## config.mk

```make
export PLATFORM = sky130hd
export DESIGN_NAME = spa_ctrl
export DESIGN_NICKNAME = d
export VERILOG_FILES = /design/src/hw/rtl/spa_pkg.sv /design/src/hw/rtl/spa_ctrl.sv
export SDC_FILE = /design/constraint.sdc
export NUM_CORES = 1
export LEC_CHECK = 0
export BUFFER_PORTS_ARGS = -buffer_cell sky130_fd_sc_hd__buf_2
export CORE_MARGIN = 5
export CORE_UTILIZATION = 35
export DETAILED_ROUTE_END_ITERATION = 16
export MAX_ROUTING_LAYER = met4
export REMOVE_ABC_BUFFERS = 1
export SLEW_MARGIN = 5
export SYNTH_ARGS = -nofsm -noshare
export SYNTH_HDL_FRONTEND = slang
export SYNTH_SLANG_ARGS = --single-unit
```

## constraint.sdc

```tcl
create_clock -name clk_i -period 1.9 [get_ports clk_i]
set_clock_uncertainty 0.15 [all_clocks]
set_input_delay 0.38 -clock clk_i [delete_from_list [all_inputs] [get_ports clk_i]]
set_output_delay 0.38 -clock clk_i [all_outputs]
set_load 0.05 [all_outputs]
```

## src/hw/rtl/spa_pkg.sv

```systemverilog
`timescale 1ns / 1ps
// ----------------------------------------------------------------------------
// spa_pkg
// shared types and constants of the segregated pool allocator
// ----------------------------------------------------------------------------
package spa_pkg;

  localparam int ADDR_W     = 20;
  localparam int SIZE_W     = 16;
  localparam int UNIT_W     = 15;
  localparam int LINK_W     = 16;
  localparam int CLS_W      = 3;
  localparam int CHUNK_W    = 9;
  localparam int OFF_W      = 7;
  localparam int NEED_W     = 17;
  localparam int NUM_CLASSES = 8;
  localparam int MAX_CHUNKS = 256;
  localparam int CHUNK_BYTES = 4096;
  localparam int UNITS_PER_CHUNK = CHUNK_BYTES / 32;

  localparam logic [SIZE_W-1:0] POOL_LIMIT   = SIZE_W'(4088);
  localparam logic [NEED_W-1:0] HEADER_BYTES = NEED_W'(8);

  localparam logic [1:0] ST_OK   = 2'd0;
  localparam logic [1:0] ST_ZERO = 2'd1;
  localparam logic [1:0] ST_BIG  = 2'd2;
  localparam logic [1:0] ST_FULL = 2'd3;

  typedef struct packed {
    logic cap;
    logic set_err;
    logic rd_link;
    logic pop_wb;
    logic carve_start;
    logic carve_step;
    logic rd_class;
    logic free_wb;
    logic out_load;
  } spa_cmd_t;

  typedef struct packed {
    logic is_free;
    logic size_bad;
    logic head_valid;
    logic heap_full;
    logic free_hit;
    logic carve_last;
    logic out_free;
  } spa_sts_t;

  // smallest class whose block holds need bytes, capped at the largest class
  function automatic logic [CLS_W-1:0] class_of(input logic [NEED_W-1:0] need);
    logic [CLS_W-1:0] c;
    c = CLS_W'(NUM_CLASSES - 1);
    for (int i = NUM_CLASSES - 2; i >= 0; i--) begin
      if ((NEED_W'(32) << i) >= need) begin
        c = CLS_W'(i);
      end
    end
    return c;
  endfunction

endpackage

```

## src/hw/rtl/spa_ctrl.sv

```systemverilog
`timescale 1ns / 1ps
// ----------------------------------------------------------------------------
// spa_ctrl
// request sequencer: decode, pop, carve, free and result hand-off
// ----------------------------------------------------------------------------
module spa_ctrl
  import spa_pkg::*;
(
  input  logic     clk_i,
  input  logic     rst_ni,
  input  logic     in_valid_i,
  output logic     in_ready_o,
  input  spa_sts_t sts_i,
  output spa_cmd_t cmd_o
);

  typedef enum logic [6:0] {
    S_IDLE   = 7'b0000001,
    S_DECODE = 7'b0000010,
    S_POPRD  = 7'b0000100,
    S_POPWB  = 7'b0001000,
    S_CARVE  = 7'b0010000,
    S_FREE   = 7'b0100000,
    S_DONE   = 7'b1000000
  } state_e;

  state_e state_q, state_d;

  always_comb begin
    state_d    = state_q;
    cmd_o      = '0;
    in_ready_o = 1'b0;
    case (state_q)
      S_IDLE: begin
        in_ready_o = 1'b1;
        if (in_valid_i) begin
          cmd_o.cap = 1'b1;
          state_d   = S_DECODE;
        end
      end
      S_DECODE: begin
        if (sts_i.is_free) begin
          if (sts_i.free_hit) begin
            cmd_o.rd_class = 1'b1;
            state_d        = S_FREE;
          end else begin
            state_d = S_DONE;
          end
        end else if (sts_i.size_bad) begin
          cmd_o.set_err = 1'b1;
          state_d       = S_DONE;
        end else if (sts_i.head_valid) begin
          state_d = S_POPRD;
        end else if (sts_i.heap_full) begin
          cmd_o.set_err = 1'b1;
          state_d       = S_DONE;
        end else begin
          cmd_o.carve_start = 1'b1;
          state_d           = S_CARVE;
        end
      end
      S_CARVE: begin
        cmd_o.carve_step = 1'b1;
        if (sts_i.carve_last) begin
          state_d = S_POPRD;
        end
      end
      S_POPRD: begin
        cmd_o.rd_link = 1'b1;
        state_d       = S_POPWB;
      end
      S_POPWB: begin
        cmd_o.pop_wb = 1'b1;
        state_d      = S_DONE;
      end
      S_FREE: begin
        cmd_o.free_wb = 1'b1;
        state_d       = S_DONE;
      end
      S_DONE: begin
        if (sts_i.out_free) begin
          cmd_o.out_load = 1'b1;
          state_d        = S_IDLE;
        end
      end
      default: begin
        state_d = S_IDLE;
      end
    endcase
  end

  always_ff @(posedge clk_i or negedge rst_ni) begin
    if (!rst_ni) begin
      state_q <= S_IDLE;
    end else begin
      state_q <= state_d;
    end
  end

endmodule

```

# Word level (Yosys, flattened, before mapping)
# Index checks and enable logic that the tools add are counted.
# word_totals
reg_bits	7
elab_cells	44
input_bits	10
# classes
n_mux	31
eq_ne	10
reduce_logical	2
# ops
op	count
$mux W7	8
$pmux W7 S6	1
$mux W1	22
$eq A7 B1 Y1 const B	1
$eq A7 B2 Y1 const B	1
$eq A7 B3 Y1 const B	1
$eq A7 B4 Y1 const B	1
$eq A7 B5 Y1 const B	1
$eq A7 B6 Y1 const B	1
$eq A7 B7 Y1 const B	1
$ne A2 B2 Y1 const B	3
$reduce_and A3 Y1	1
$reduce_or A2 Y1	1

# Depth between registers and ports, before layout
# Gate-level depths: netlist of the first run.
# depth
depth_word	5
mapped_depth	5
depth_no_buf	4

# Least setup slack after synthesis of the first run
# No wires, ideal clock.
# synth_timing
kind	register -> output
startpoint	reg state_q[3]
endpoint	out cmd_o[7] (netlist name)
path_stages_with_launch	4
arrival_ns	1.995
t_required_ns	1.370
slack_ns	-0.625
path_cell_list	dfrtp_1 -> nor3_1 -> nand4b_1 -> nor3_1
# synth_rtl
item	line_no	source
start: declaration	spa_ctrl.sv:27	state_e state_q, state_d;
start signal: assignment	spa_ctrl.sv:96	state_q <= state_d;
end: declaration	spa_ctrl.sv:14	output spa_cmd_t cmd_o

==> flow_summary.ini, run 1 <==
[timing]
finalHoldViolations = 0
period_needed_ns = 2.18
final-setup-viol-count = 10
post-route-period-util_pct = 115
setup_ws_ns = -0.284
rsz0062_at_grt = true
tightest_slew_ns = 0.348
drv_slew = 0
tns_ns = -1.69
fin_hold_ws_ns = 0.262
max-slew-margin-rel_pct = 76.8
max_freq_ghz = 0.458

[setup_path]
worstPathRequired_ns = 1.37
crit_fanout = 3
crit_arrival_ns = 1.65
start_kind = flip-flop
ff2ff_setup_slack_ns = 0.12
rr_worst_depth = 7
criticalPathCategory = reg -> out
critPathCaptureType = primary output
rr_endpoint = state_q[2]
r2r-start = state_q[0]

[final_layout]
antenna_cells = 0
regMostFlops = state_q
fillers = 103
final_cells = 115
reg_top3 = state_q x7
largest_register_ffs = 7
areaGrowthSynthToFinish_pct = 100
finalInstanceArea_um2 = 983
nets = 111
drive_gt1_share_pct = 67.0

[global_route]
grt_pass1_vias = 607
grt-ovfl-total = 0
grtUsageTotal_pct = 15.3
grt_max_degree = 8
grt_pass1_wl_mm = 2.39
antenna_found_initial = 0

[cts]
clk_pin_slew_ns = 0.05
cts_root_buffer = clkbuf_4
htreeDepth = 1
tritoncts = built
clock_latency_ns = 0.24
cts_made_buffers = 3
clkSinkCount = 7
cts_buffer_depth = 2

[route]
ant_nets = 0
drtIter0Drc = 7
wl_met2_um = 837
drt-total-wl_mm = 1.42
via_per_inst = 4.91
vias = 565
drc = 0
first_pass_iters = 4
top_layer = met3
wl_met1_um = 551
wl_per_cell_um = 12.3
met3_length_um = 30

[power_and_ir_drop]
ir_worst_vdd_uv = 892
combPwrFrac_pct = 66.1
internal_power_uw = 598
switchingPower_uw = 365
p_per_area_nw_per_um2 = 979
leakage_nw = 0.505
power_frac_seq_pct = 20.3
p_clk_share_pct = 13.5
p_sw_share_pct = 37.9

[synthesis]
syn_area_um2 = 492
synthCells = 53
syn_area_per_cell_um2 = 9.28
synth_cell_types = 31
synth-seq-cells = 7
ys_warn_count = 0
yosys.area.top_type = dfrtp_1
yosysSeqAreaShare_pct = 35.9
synth_top_area_share_pct = 30.5
synth.top_cells.by_area = dfrtp_1 31%, dfstp_2 5.3%, nor3_1 5.1%, inv_1 4.6%, or3_4 4.6%

[die]
initial_core_util_pct = 37.3
ioPinCount = 20
fp.dieH_um = 47.5
die_w_um = 47.5
core_area_um2 = 1320
die_area_um2 = 2250
fp-row-count = 13

[placement]
dpl.hpwl_mm = 1.01
place_congestion = 0.778
place_inst = 103
placed_area_um2 = 728
io_buffers = 19

[min_path]
holdPathStages = 3
hp-class = in -> reg
worstHoldStart = sts_i[1]
holdPathEnd = state_q[4]

[job]
drv_cap = 0

[outcome]
violations = negative setup slack
status = finished, violations left
[worst max-delay path by stage]
| stage | endpoint | from | slack, ns | cells past startpoint |
|---|---|---|---|---|
| 6_report | cmd_o[5] | state_q[1] | -0.28 | 4 |
| 5_1_grt | cmd_o[1] | state_q[1] | -0.33 | 4 |
| 4_1_cts | cmd_o[1] | state_q[1] | -0.27 | 4 |
| 3_5_place_dp | cmd_o[1] | state_q[1] | -0.07 | 4 |
| 3_3_place_gp | cmd_o[5] | state_q[1] | -0.06 | 4 |
| 2_1_floorplan | cmd_o[7] | state_q[3] | -0.63 | 3 |
[layout by cell type (no fill, tap or decap), drive strengths merged, types with 2 or more instances in the layout]
cell | synthesis | routed
inv | 6 | 6
clkbuf | 0 | 4
nor3b | 3 | 3
nand2b | 2 | 2
nor3 | 5 | 5
nor2 | 4 | 4
and2b | 4 | 4
buf | 2 | 44
dfrtp | 6 | 6
and4b | 2 | 2
or3 | 2 | 2
a21oi | 2 | 2
[power groups by stage]
stage / sequential [mW] / clock (mW) / combinational [mW]
after floorplan: 0.204 / 0 / 0.246
after global placement: 0.195 / 0 / 0.423
after detailed placement: 0.196 / 0 / 0.427
after CTS: 0.194 / 0.135 / 0.557
after global routing: 0.200 / 0.141 / 0.679
final: 0.196 / 0.130 / 0.637
[logic make-up after synthesis]
group | synth area share, %
AND/OR/NAND/NOR | 42.0
flip-flops | 35.9
AO/OA/AOI/OAI | 13.2
buffers and inverters | 7.12
XOR/XNOR | 1.78
[synthesized netlist by cell type]
master    number
o21ai_0        1
and2b_2        2
nor4_1         1
nor3b_2        1
nand2_1        1
a21o_1         1
nor3_1         5
and2_1         1
o2111a_1       1
buf_4          1
dfrtp_1        6
nand2b_1       2
and4b_2        1
nand4b_1       1
and4b_1        1
nor2_1         4
and3b_1        1
a211oi_1       1
nor3b_1        2
buf_2          1
xnor2_1        1
and2b_1        2
inv_1          6
or3_4          2
o221a_2        1
a21oi_2        1
dfstp_2        1
nor4b_1        1
a211o_1        1
or4_1          1
a21oi_1        1
[metrics by stage]
step	util [%]	total power, mW	setup slack (ns)
3_3_place_gp	55.3	0.618	-0.0579
5_1_grt	74.6	1.02	-0.327
6_report	74.6	0.962	-0.284
3_5_place_dp	55.3	0.622	-0.0696
4_1_cts	69.2	0.886	-0.272
2_1_floorplan	-	0.450	-0.625
[final cells by class]
cell class                      instances  area [um2]  area share, %
Tap cell                               15        18.8           1.91
Inverter                                6        22.5           2.29
Sequential cell                         7         176           17.9
Clock buffer                            4        26.3           2.67
Timing Repair Buffer                   45         378           38.4
Multi-Input combinational cell         38         362           36.8
[critical path: stages (launching register included)]
cell and delay (ns):
dfrtp_1 0.38, or3_4 0.38, or3_4 0.37, nor2_4 0.12, buf_6 0.16
[routing by layer]
| layer | vias up | global-route usage, % |
|---|---|---|
| met5 | - | - |
| met4 | 0 | 6.63 |
| met3 | 0 | 0 |
| met2 | 11 | 28.3 |
| met1 | 270 | 17.1 |
| li1 | 284 | - |
[what timing repair did]
item,CTS,global route
setup buffers,3,5
endpoints found under the setup margin,10,12
gates resized for setup,36,9
pin swaps,7,4
hold buffers,1,0
endpoints found under the hold margin,6,0
(Power assumes the default switching activity.)
==> run 2: changes to the inputs <==
- RECOVER_POWER: unset -> 100
==> run 2 against run 1 <==
The flow still finishes with violations (negative setup slack). Routed wire length is 0.35% lower. Sequential power about the same. Cell count unchanged. Critical path depth stayed put. Hold slack about the same. Combinational power about the same. Clock power hardly changed. Clock-buffer cell count did not move. Flip-flop and latch count unchanged. Global-route usage stayed put. Maximum frequency hardly changed. Design area decreased by 0.13%. Critical endpoint unchanged. Largest cell class unchanged. Largest power group unchanged. Highest routed layer unchanged.
==> flow_summary.ini, run 2 (synthesis results as in run 1) <==
[cts]
htreeDepth = 1
clk_pin_slew_ns = 0.05
cts_buffer_depth = 2
tritoncts = built
cts_made_buffers = 3
cts_root_buffer = clkbuf_4
clock_latency_ns = 0.24
clkSinkCount = 7

[timing]
max_freq_ghz = 0.458
period_needed_ns = 2.18
final-setup-viol-count = 10
setup_ws_ns = -0.284
tightest_slew_ns = 0.372
finalHoldViolations = 0
drv_slew = 0
rsz0062_at_grt = true
max-slew-margin-rel_pct = 75.2
post-route-period-util_pct = 115
fin_hold_ws_ns = 0.262

[global_route]
grt-ovfl-total = 0
grt_pass1_vias = 607
grt_max_degree = 8
grtUsageTotal_pct = 15.3
antenna_found_initial = 0
grt_pass1_wl_mm = 2.39

[placement]
placed_area_um2 = 728
pre_cts_slack_ns = -0.0696
dpl.hpwl_mm = 1.01
place_congestion = 0.778
io_buffers = 19

[die]
core_area_um2 = 1320
die_area_um2 = 2250
initial_core_util_pct = 37.3
ioPinCount = 20
die_w_um = 47.5
fp-row-count = 13
fp.dieH_um = 47.5

[final_layout]
largest_register_ffs = 7
regMostFlops = state_q
finalInstanceArea_um2 = 982
drive_gt1_share_pct = 66.0
antenna_cells = 0
layout_common_cells = 22 x buf_4, 10 x buf_6, 8 x buf_2, 6 x dfrtp_1, 5 x inv_1
reg_top3 = state_q x7
nets = 111
utilization_pct = 74.5
final_common_cell = buf_4
areaGrowthSynthToFinish_pct = 99.7

[route]
vias = 562
wl_per_cell_um = 12.3
first_pass_iters = 4
via_per_inst = 4.89
drtIter0Drc = 7
drc = 0
ant_nets = 0
drt-total-wl_mm = 1.42

[power_and_ir_drop]
ir_worst_vdd_uv = 892
leakage_nw = 0.502
p_per_area_nw_per_um2 = 978

[min_path]
hp-class = in -> reg

[setup_path]
crit_path_top_delay_cell = dfrtp_1
start_kind = flip-flop
crit_path_max_incr_delay_ns = 0.38
critPathCaptureType = primary output
path_delay_family = simple AND/OR/NAND/NOR gates
worst-path-buf-inv = 1
crit_fanout = 3
crit_top_cell = or3_4
worstPathRequired_ns = 1.37
crit_arrival_ns = 1.65
path_cells = or3_4 -> or3_4 -> nor2_4 -> buf_6
criticalPathCategory = reg -> out

[outcome]
violations = negative setup slack
status = finished, violations left

[job]
drv_cap = 0
-- run 2: changes by cell type in the layout (fill, tap and decap cells not counted), sizes merged --
cell / delta
buf: -1
clkbuf: +1
-- run 2: layout make-up --
class                      instances  area, um2
clock buffer                       4       26.3
multi-input combinational         38        362
inverter                           6       22.5
fill                             104        335
sequential                         7        176
tap                               15       18.8
timing repair buffer              45        377
-- run 2: per-layer routing --
layer  up-vias  track usage, %  wire (um)
li1        284               -          -
met1       267            17.1        549
met2        11            28.3        834
met3         0               0         30
met4         0            6.63          0
met5         -               -          0
-- run 2: path summary, 6_finish.rpt --
kind	cells after the start	to	slack, ns	from
worst max-delay path	4	cmd_o[5]	-0.28	state_q[1]
worst min-delay path	3	state_q[4]	0.26	sts_i[1]
worst max register to register	7	state_q[2]	0.12	state_q[0]
worst min register to register	4	state_q[0]	0.72	state_q[1]
max in group asynchronous	2	state_q[0]	0.88	rst_ni
min in group asynchronous	2	state_q[6]	0.42	rst_ni
-- run 2: repair_timing --
item / 4_1_cts / 5_1_grt
pin swaps: 7 / 4
resized for setup: 36 / 9
setup endpoints to repair: 10 / 12
buffers inserted: 3 / 5
hold buffers: 1 / 0
hold endpoints to repair: 6 / 0
-- run 2: tightest hold or removal path, cell delays in order --
cell    delay [ns]
buf_2         0.10
inv_1         0.05
a21o_1        0.09
-- run 2: power by group --
part	total (mW)	leakage, nW	internal [mW]	switching, mW
sequential	0.196	0.0930	0.180	0.0155
clock	0.130	0.0150	0.0798	0.0497
combinational	0.636	0.394	0.337	0.298
total	0.961	0.502	0.597	0.364
-- run 2: stage by stage --
stage               cells  power [mW]  setup TNS, ns
global route          115        1.02          -2.46
global placement      103       0.618         -0.232
floorplan              51       0.450          -1.98
finish                115       0.961          -1.69
detailed placement    103       0.622         -0.349
CTS                   111       0.886          -1.61
==> run 3: changes to the inputs <==
- ABC_CLOCK_PERIOD_IN_PS: unset -> 1900
- PLACE_DENSITY: unset -> 0.58
==> run 3 against run 2 <==
The flow still finishes with violations (negative setup slack). Hold slack worse by 0.0078 ns. Register-to-register slack worse by 0.04 ns. First-iteration DRC count down 71%. Clock-buffer cell count down 1. Die area unchanged. Flip-flop and latch count unchanged. Sequential share of layout area up 0.37 points. Power down 2.0%. Combinational power down 3.6%. Sequential power about the same. Cell count unchanged. Critical endpoint unchanged.
==> flow_summary.ini, run 3 (synthesis results as in run 1) <==
[final_layout]
utilization_pct = 73.0
layout_common_cells = 21 x buf_4, 8 x buf_2, 8 x buf_6, 6 x dfrtp_1
finalInstanceArea_um2 = 962
reg_top3 = state_q x7
areaGrowthSynthToFinish_pct = 95.7
largest_register_ffs = 7
final_common_cell = buf_4
drive_gt1_share_pct = 63.0
regMostFlops = state_q
nets = 111
antenna_cells = 0

[power_and_ir_drop]
p_per_area_nw_per_um2 = 978
leakage_nw = 0.503
ir_worst_vdd_uv = 854
power_uw = 941

[setup_path]
criticalPathCategory = reg -> out
worst-path-buf-inv = 1
crit_path_max_incr_delay_ns = 0.38
path_cells = or3_4 -> or3_4 -> nor2_4 -> buf_6
r2r-start = state_q[3]
critPathCaptureType = primary output
start_kind = flip-flop
crit_top_cell = or3_4
crit_fanout = 3
path_delay_family = simple AND/OR/NAND/NOR gates
crit_path_top_delay_cell = dfrtp_1
crit_path_start = state_q[1]
crit_arrival_ns = 1.66
worstPathRequired_ns = 1.37

[route]
drt-total-wl_mm = 1.53
vias = 558
drc = 0
ant_nets = 0
wl_per_cell_um = 13.3
via_per_inst = 4.85
drtIter0Drc = 2
first_pass_iters = 2

[die]
initial_core_util_pct = 37.3
ioPinCount = 20
fp.dieH_um = 47.5
die_area_um2 = 2250
die_w_um = 47.5
fp-row-count = 13
core_area_um2 = 1320

[timing]
final-setup-viol-count = 10
tightest_slew_ns = 0.391
setup_ws_ns = -0.287
drv_slew = 0
max-slew-margin-rel_pct = 73.9
period_needed_ns = 2.19
fin_hold_ws_ns = 0.254
finalHoldViolations = 0
rsz0062_at_grt = true
post-route-period-util_pct = 115
max_freq_ghz = 0.457

[global_route]
grtUsageTotal_pct = 17.3
grt-ovfl-total = 0
grt_max_degree = 8
antenna_found_initial = 0
grt_pass1_vias = 630
grt_pass1_wl_mm = 2.55

[min_path]
hp-class = in -> reg
worstHoldStart = sts_i[1]

[cts]
cts_made_buffers = 3
htreeDepth = 1
clock_latency_ns = 0.25
cts_buffer_depth = 2
cts_root_buffer = clkbuf_4
clkSinkCount = 7
clk_pin_slew_ns = 0.05
tritoncts = built

[placement]
placed_area_um2 = 721
io_buffers = 19
place_congestion = 0.771
dpl.hpwl_mm = 1.10

[job]
drv_cap = 0

[outcome]
violations = negative setup slack
status = finished, violations left
run 3: repair_timing:
item,CTS,global route
gates resized for setup,35,8
gates cloned,0,0
hold buffers,1,0
pin swaps,7,5
buffers inserted,4,4
endpoints found under the setup margin,10,10
hold endpoints to repair,6,0
run 3: worst paths after layout:
check                              to  slack (ns)  cells after the start
hold / removal             state_q[4]        0.25                      3
hold reg to reg            state_q[0]        0.74                      4
min in group asynchronous  state_q[3]        0.44                      2
setup / recovery             cmd_o[5]       -0.29                      4
setup reg to reg           state_q[2]        0.08                      7
max in group asynchronous  state_q[0]        0.84                      2
run 3: per-stage QoR:
step                      instances  TNS, ns  worst slack [ns]
after floorplan                  51    -1.98            -0.625
after global placement          102   -0.302           -0.0607
after detailed placement        102   -0.580            -0.104
after CTS                       111    -1.88            -0.294
after global routing            115    -2.56            -0.331
final                           115    -1.66            -0.287
run 3: report_power, final:
part / switching, mW / total (mW) / internal [mW]
registers: 0.0156 / 0.196 / 0.180
logic: 0.293 / 0.613 / 0.320
clock network: 0.0561 / 0.133 / 0.0769
total: 0.365 / 0.941 / 0.576
run 3: per-layer routing:
layer,up-vias,global-route usage [%],routed length (um)
met5,-,-,0
met4,0,10.5,19
li1,283,-,-
met3,2,1.88,51
met2,16,32.4,874
met1,257,16.7,583
run 3: layout make-up:
cell class                 instances  area [um2]
timing repair buffer              45         384
multi-input combinational         38         333
clock buffer                       3        22.5
inverter                           6        22.5
tap                               15        18.8
fill                             103         355
sequential                         7         176
clock inverter                     1        5.00
run 3: worst reg2reg max path, delay by kind of cell, from the launching register on:
family / cells / cell delay (ns)
buffers and inverters: 3 / 0.31
flip-flops: 1 / 0.40
AND/OR/NAND/NOR: 3 / 0.72
AO/OA/AOI/OAI: 1 / 0.17
